**src/rtl/cfpc_pkg.sv**
```systemverilog
// Package for the CRC framed packet checker.
// Holds the frame constants, the status codes and the result record type.
// No dependencies.
`default_nettype none

package cfpc_pkg;

  localparam int unsigned POS_W = 9;
  localparam int unsigned TOTAL_W = POS_W + 1;

  localparam logic [15:0] CRC_INIT = 16'hFFFF;
  localparam logic [15:0] CRC_POLY = 16'h1021;

  localparam logic [POS_W-1:0] HEADER_BYTES = POS_W'(3);
  localparam logic [POS_W-1:0] POS_MAX = {POS_W{1'b1}};
  localparam logic [TOTAL_W-1:0] MIN_FRAME = TOTAL_W'(5);
  localparam logic [TOTAL_W-1:0] CHECK_BYTES = TOTAL_W'(2);

  localparam logic KIND_PAYLOAD = 1'b0;
  localparam logic KIND_STATUS = 1'b1;

  typedef enum logic [1:0] {
    ST_OK = 2'd0,
    ST_TOO_SHORT = 2'd1,
    ST_LEN_MISMATCH = 2'd2,
    ST_CRC_MISMATCH = 2'd3
  } status_t;

  typedef struct packed {
    logic kind;
    logic [7:0] pbyte;
    logic [7:0] pindex;
    status_t status;
    logic [7:0] mtype;
    logic [7:0] seq;
    logic [7:0] plen;
  } result_t;

endpackage

`default_nettype wire

```
**src/rtl/cfpc_skid.sv**
```systemverilog
// Output register with one skid entry for the checker's result records.
// Depends on cfpc_pkg for the result record type.
`default_nettype none

module cfpc_skid
  import cfpc_pkg::*;
(
  input  wire logic    clk,
  input  wire logic    rst,
  input  wire logic    push,
  input  wire result_t push_data,
  output logic         full,
  output logic         out_valid,
  input  wire logic    out_stall,
  output result_t      out_data
);

  logic skid_valid;
  result_t skid_data;
  logic take;
  logic load_out;

  assign take = out_valid & ~out_stall;
  // The output slot is free when empty or being emptied this cycle.
  assign load_out = push & (~out_valid | take);
  assign full = skid_valid;

  always_ff @(posedge clk) begin
    if (rst) begin
      out_valid <= 1'b0;
      skid_valid <= 1'b0;
    end else if (push) begin
      if (load_out) begin
        out_valid <= 1'b1;
      end else begin
        skid_valid <= 1'b1;
      end
    end else if (take) begin
      out_valid <= skid_valid;
      skid_valid <= 1'b0;
    end
  end

  always_ff @(posedge clk) begin
    if (load_out) begin
      out_data <= push_data;
    end else if (push) begin
      skid_data <= push_data;
    end else if (take && skid_valid) begin
      out_data <= skid_data;
    end
  end

endmodule

`default_nettype wire

```
**config.mk**
```make
export PLATFORM = sky130hd
export DESIGN_NAME = cfpc_skid
export DESIGN_NICKNAME = d
export VERILOG_FILES = /design/src/rtl/cfpc_pkg.sv /design/src/rtl/cfpc_skid.sv
export SDC_FILE = /design/constraint.sdc
export NUM_CORES = 1
export LEC_CHECK = 0
export BUFFER_PORTS_ARGS = -buffer_cell sky130_fd_sc_hd__buf_4
export CAP_MARGIN = 40
export CELL_PAD_IN_SITES_DETAIL_PLACEMENT = 0
export CELL_PAD_IN_SITES_GLOBAL_PLACEMENT = 1
export CORE_MARGIN = 5
export CORE_UTILIZATION = 43
export CTS_CLUSTER_SIZE = 16
export DETAILED_ROUTE_END_ITERATION = 16
export GPL_TIMING_DRIVEN = 0
export PLACE_DENSITY = 0.75
export SLEW_MARGIN = 20
export SYNTH_ARGS = -nofsm -noshare
export SYNTH_HDL_FRONTEND = slang
export SYNTH_SLANG_ARGS = --single-unit
```
**constraint.sdc**
```tcl
create_clock -name clk -period 4.3 [get_ports clk]
set_input_delay 0.645 -clock clk [delete_from_list [all_inputs] [get_ports clk]]
set_output_delay 0.645 -clock clk [all_outputs]
set_load 0.01 [all_outputs]
```
Word level (Yosys, flattened, before mapping)
Index checks and enable logic that the tools add are counted.
{ "word_totals": {"inputBits": 47, "word_cells": 40, "n_memories": 0, "output_inout_bits": 45, "latchBits": 0, "regBits": 88, "ramBits": 0, "romBits": 0} }
{ "classes": {"bitwise": 6, "n_reduce_logical": 7, "order_cmp": 0, "n_addsub": 0, "multipliers": 0, "eq_ne": 2, "n_mux": 9, "div_mod_pow": 0, "shift": 0} }
{ "ops": {"columns": ["operator", "n"], "rows": [
  ["$mux 43", 3],
  ["$reduce_and 2->1", 4],
  ["$mux 1", 6],
  ["$reduce_bool 2->1", 2],
  ["$not 1->1", 3],
  ["$and 1x1->1", 2],
  ["$ne 2x1->1 const B", 1],
  ["$ne 2x2->1 const B", 1],
  ["$logic_and 1x1->1", 1],
  ["$or 1x1->1", 1]
]} }

Longest topological paths before layout
{ "depth": {"word_depth": 6, "depth_mapped": 3, "ltp_nobuf": 2} }

Worst setup path after synthesis
No wires, ideal clock.
{ "synth_path": {"kind": "in2reg", "startpoint": "in push", "endpoint": "reg out_data[0] (netlist bit), enable pin", "slack_ns": 1.036, "path_stages": 2, "t_arrival_ns": 2.807, "setup_time_ns": 0.458, "n_path_buf": 0, "required_ns": 3.842, "path_cell_list": "a21oi_1 > a21oi_1"} }
{ "synth_via": {"elab_chain_cells": 3, "elab_cells_between_ends": 4, "classes_between": "eq/ne (1); bitwise (1); reduce/logical (2)"} }
{ "synth_rtl": {"columns": ["item", "line", "text"], "rows": [
  ["start: declaration", "cfpc_skid.sv:10", "input wire logic push,"],
  ["$and 1x1->1", "cfpc_skid.sv:25", "assign load_out = push & (~out_valid | take);"],
  ["$ne 2x1->1 (no line) or $reduce_bool 2->1 (tied branches)", null, null],
  ["$reduce_and 2->1 (no line) *", null, null],
  ["end signal: assignment", "cfpc_skid.sv:46", "out_data <= push_data;"],
  ["end signal: assignment", "cfpc_skid.sv:50", "out_data <= skid_data;"],
  ["end: declaration", "cfpc_skid.sv:15", "output result_t out_data"]
]} }
Mark *: on every way between the ends. The rest lies on a longest branch, timed or not.
A chain may end at the register's enable or synchronous reset.

Worst setup path after layout
{ "layout_path": {"startpoint": "reg out_valid", "endpoint": "out out_valid"} }
{ "layout_rtl": {"columns": ["item", "line", "text"], "rows": [
  ["start: declaration", "cfpc_skid.sv:13", "output logic out_valid,"],
  ["start signal: assignment", "cfpc_skid.sv:39", "out_valid <= skid_valid;"]
]} }
No word-level cell between the ends.

==> run_summary.xml <==
<?xml version="1.0" encoding="UTF-8"?>
<metrics>
  <group name="status">
    <metric name="outcome" unit="">finished, final reports clean</metric>
  </group>
  <group name="sta">
    <metric name="fmax" unit="MHz">584</metric>
    <metric name="grt_setup_unrepaired" unit="">no</metric>
    <metric name="timing_hold_violations_final" unit="">0</metric>
    <metric name="worst_clock_skew" unit="ns">0.0126</metric>
    <metric name="finalWorstPathRequiredPeriod" unit="ns">1.71</metric>
    <metric name="timing_max_transition_violations_final" unit="">0</metric>
    <metric name="max-slew-margin-rel" unit="%">73.0</metric>
    <metric name="setup_failing_eps_final" unit="">0</metric>
    <metric name="hold_slack" unit="ns">0.477</metric>
    <metric name="period_share" unit="%">39.8</metric>
    <metric name="tightestPinTransition" unit="ns">0.406</metric>
  </group>
  <group name="clocking">
    <metric name="clock_sinks" unit="">88</metric>
    <metric name="htree_num_levels" unit="">3</metric>
    <metric name="cts_root_buf" unit="">sky130_fd_sc_hd__clkbuf_8</metric>
    <metric name="tritoncts" unit="">done</metric>
    <metric name="clock_insertion_delay_worst_skew" unit="ns">0.34</metric>
    <metric name="cts_made_buffers" unit="">9</metric>
    <metric name="clkSlewWorstSetupHoldPaths" unit="ns">0.08</metric>
    <metric name="cts-hold-fix-buffers" unit="">0</metric>
    <metric name="cts_max_path_buffers" unit="">2</metric>
    <metric name="post-cts-setup-buffer-count" unit="">0</metric>
    <metric name="number_of_resized_instances_in_the_post_cts_repair_step" unit="">0</metric>
  </group>
  <group name="logic_synthesis">
    <metric name="post_synth_instance_area" unit="mm²">0.00322</metric>
    <metric name="synthesis.nets" unit="">194</metric>
    <metric name="synth_cell_type_count" unit="">14</metric>
    <metric name="synthesis.yosys.warnings" unit="">0</metric>
    <metric name="synthesized_instance_count" unit="">147</metric>
    <metric name="seq_area_frac_synth" unit="%">81.3</metric>
    <metric name="mean_instance_size_in_the_synthesized_netlist" unit="µm²">21.9</metric>
    <metric name="synth.ff_latch_count" unit="">88</metric>
  </group>
  <group name="setup_path">
    <metric name="endpoint_kind" unit="">output port</metric>
    <metric name="timing.critical_path.required" unit="ns">3.65</metric>
    <metric name="crit_path_start_kind" unit="">register</metric>
    <metric name="worst-endpoint-arrival" unit="ns">1.07</metric>
    <metric name="cp_max_fo" unit="">8</metric>
    <metric name="slowest_stage" unit="">sky130_fd_sc_hd__dfxtp_1</metric>
    <metric name="max_stage_delay" unit="ns">0.54</metric>
    <metric name="crit_path_cell_trace" unit="">buf_4</metric>
    <metric name="critPathTopFamily" unit="">flip-flops</metric>
    <metric name="setup.worst_path.class" unit="">register to output port</metric>
    <metric name="worst-path-buf-inv" unit="">1</metric>
  </group>
  <group name="pwr">
    <metric name="leakage" unit="nW">1.62</metric>
    <metric name="cellPowerDensity" unit="mW/mm²">405</metric>
    <metric name="worst_ir_drop_vdd" unit="V">0.000216</metric>
    <metric name="total_power" unit="mW">1.75</metric>
  </group>
  <group name="detailed_routing">
    <metric name="postRouteWirelength" unit="µm">5840</metric>
    <metric name="viasPerCell" unit="">4.84</metric>
    <metric name="drtAntennaViolNets" unit="">0</metric>
    <metric name="route.detailed.drc" unit="">0</metric>
    <metric name="wl_per_cell" unit="µm">16.4</metric>
    <metric name="drt_first_iter_violations" unit="">65</metric>
    <metric name="number_of_optimization_iterations_in_the_first_detailed_route_pass" unit="">4</metric>
    <metric name="vias" unit="">1724</metric>
  </group>
  <group name="floorplan">
    <metric name="io_pins" unit="">92</metric>
    <metric name="die_y" unit="µm">96.6</metric>
    <metric name="design.die.area" unit="mm²">0.00933</metric>
    <metric name="core_region_area" unit="mm²">0.00729</metric>
    <metric name="cell_rows" unit="">31</metric>
    <metric name="die_w" unit="µm">96.6</metric>
    <metric name="floorplan.initialDensity" unit="%">44.2</metric>
  </group>
  <group name="layout">
    <metric name="fillers" unit="">592</metric>
    <metric name="layout-drive-gt1-share" unit="%">60.3</metric>
    <metric name="nNetsFinal" unit="">299</metric>
    <metric name="flow.area_growth_from_synthesis" unit="%">33.8</metric>
    <metric name="antenna_diode_count" unit="">0</metric>
  </group>
  <group name="placed_design">
    <metric name="globalplace.congestion" unit="">0.637</metric>
    <metric name="place_hpwl" unit="µm">4110</metric>
    <metric name="io_port_bufs" unit="">91</metric>
  </group>
  <group name="job">
    <metric name="maxCapViolCount" unit="">0</metric>
  </group>
  <group name="worst_hold_path">
    <metric name="worstHoldPathType" unit="">input pin to register</metric>
  </group>
  <group name="global_route">
    <metric name="grt_max_degree" unit="">30</metric>
    <metric name="grt_first_pass_wirelength" unit="µm">9200</metric>
    <metric name="grt_antenna_before_repair" unit="">0</metric>
    <metric name="first_global_vias" unit="">1838</metric>
    <metric name="grt_overflow_total" unit="">0</metric>
    <metric name="grt_usage" unit="%">13.2</metric>
  </group>
</metrics>
[cell type report]
cell class              count  area, µm²  area share, %
flip-flops and latches     88       2620           60.8
repair buffers             94        758           17.6
multi-input cells          53        569           13.2
clock buffers               9        124           2.87
well taps                  99        124           2.87
clock inverters             7       71.3           1.65
plain buffers               4       37.5          0.870
inverters                   2       7.51          0.174
[routing by layer]
metal | track usage (%) | up-vias | part of all wire [%]
met1 | 17.3 | 849 | 45
met2 | 19.8 | 75 | 44
met5 | 0 | - | 0
li1 | - | 795 | -
met4 | 5.26 | 0 | 0.69
met3 | 5.42 | 5 | 11
[where the power goes]
| part | internal, mW | switching [mW] | leakage (nW) |
|---|---|---|---|
| combinational | 0.106 | 0.0808 | 0.696 |
| sequential | 0.992 | 0.0132 | 0.825 |
| clock | 0.269 | 0.285 | 0.0949 |
[synthesized netlist by cell type]
master | instances | area (µm²)
sky130_fd_sc_hd__a21boi_4 | 1 | 18.8
sky130_fd_sc_hd__a21oi_1 | 4 | 20.0
sky130_fd_sc_hd__and3_1 | 1 | 6.26
sky130_fd_sc_hd__buf_4 | 2 | 15.0
sky130_fd_sc_hd__buf_6 | 2 | 22.5
sky130_fd_sc_hd__dfxtp_1 | 2 | 40.0
sky130_fd_sc_hd__edfxtp_1 | 86 | 2580
sky130_fd_sc_hd__inv_1 | 2 | 7.51
sky130_fd_sc_hd__mux2_1 | 3 | 33.8
sky130_fd_sc_hd__mux2_2 | 40 | 450
sky130_fd_sc_hd__nor2b_1 | 1 | 6.26
sky130_fd_sc_hd__o21ai_0 | 1 | 5.00
sky130_fd_sc_hd__o32ai_1 | 1 | 8.76
sky130_fd_sc_hd__or2b_1 | 1 | 7.51
[sequential cells by signal, summed over array words and instances, names as in the netlist]
register,cells
full,1
skid_data,43
out_data,43
out_valid,1
[kinds of logic (layout without fill, tap and decap cells)]
family / Yosys count / in the layout / share of synthesized area (%)
compound gates: 7 / 7 / 1.63
buf+inv: 6 / 116 / 1.40
flops: 88 / 88 / 81.3
mux: 43 / 43 / 15.0
simple gates: 3 / 3 / 0.621
[final timing paths]
kind | cells after the start | endpoint | startpoint | slack [ns]
setup / recovery | 1 | out_valid | out_valid | 2.59
hold / removal | 2 | out_valid | rst | 0.48
setup reg to reg | 2 | skid_data[23] | out_valid | 2.67
hold reg to reg | 2 | full | full | 0.53
[through the flow]
stage                     TNS, ns  cells  setup WS (ns)  utilization, %  instance area [µm²]
after floorplan                 0    147           1.04               -                 3220
after global placement     -13.57    337         -0.317            55.3                 4030
after detailed placement        0    339           2.23            56.1                 4090
after CTS                       0    355           2.36            58.8                 4290
after global routing            0    356           2.53            59.2                 4310
final                           0    356           2.59            59.2                 4310
[placed cells by master, fill, tap and decap left out, drive strengths merged]
| cell type | instances |
|---|---|
| a21boi | 1 |
| a21oi | 4 |
| and3 | 1 |
| buf | 98 |
| bufinv | 1 |
| clkbuf | 9 |
| clkinv | 4 |
| clkinvlp | 1 |
| dfxtp | 2 |
| edfxtp | 86 |
| inv | 3 |
| mux2 | 43 |
| nor2b | 1 |
| o21ai | 1 |
| o32ai | 1 |
| or2b | 1 |
(Power assumes the default switching activity.)
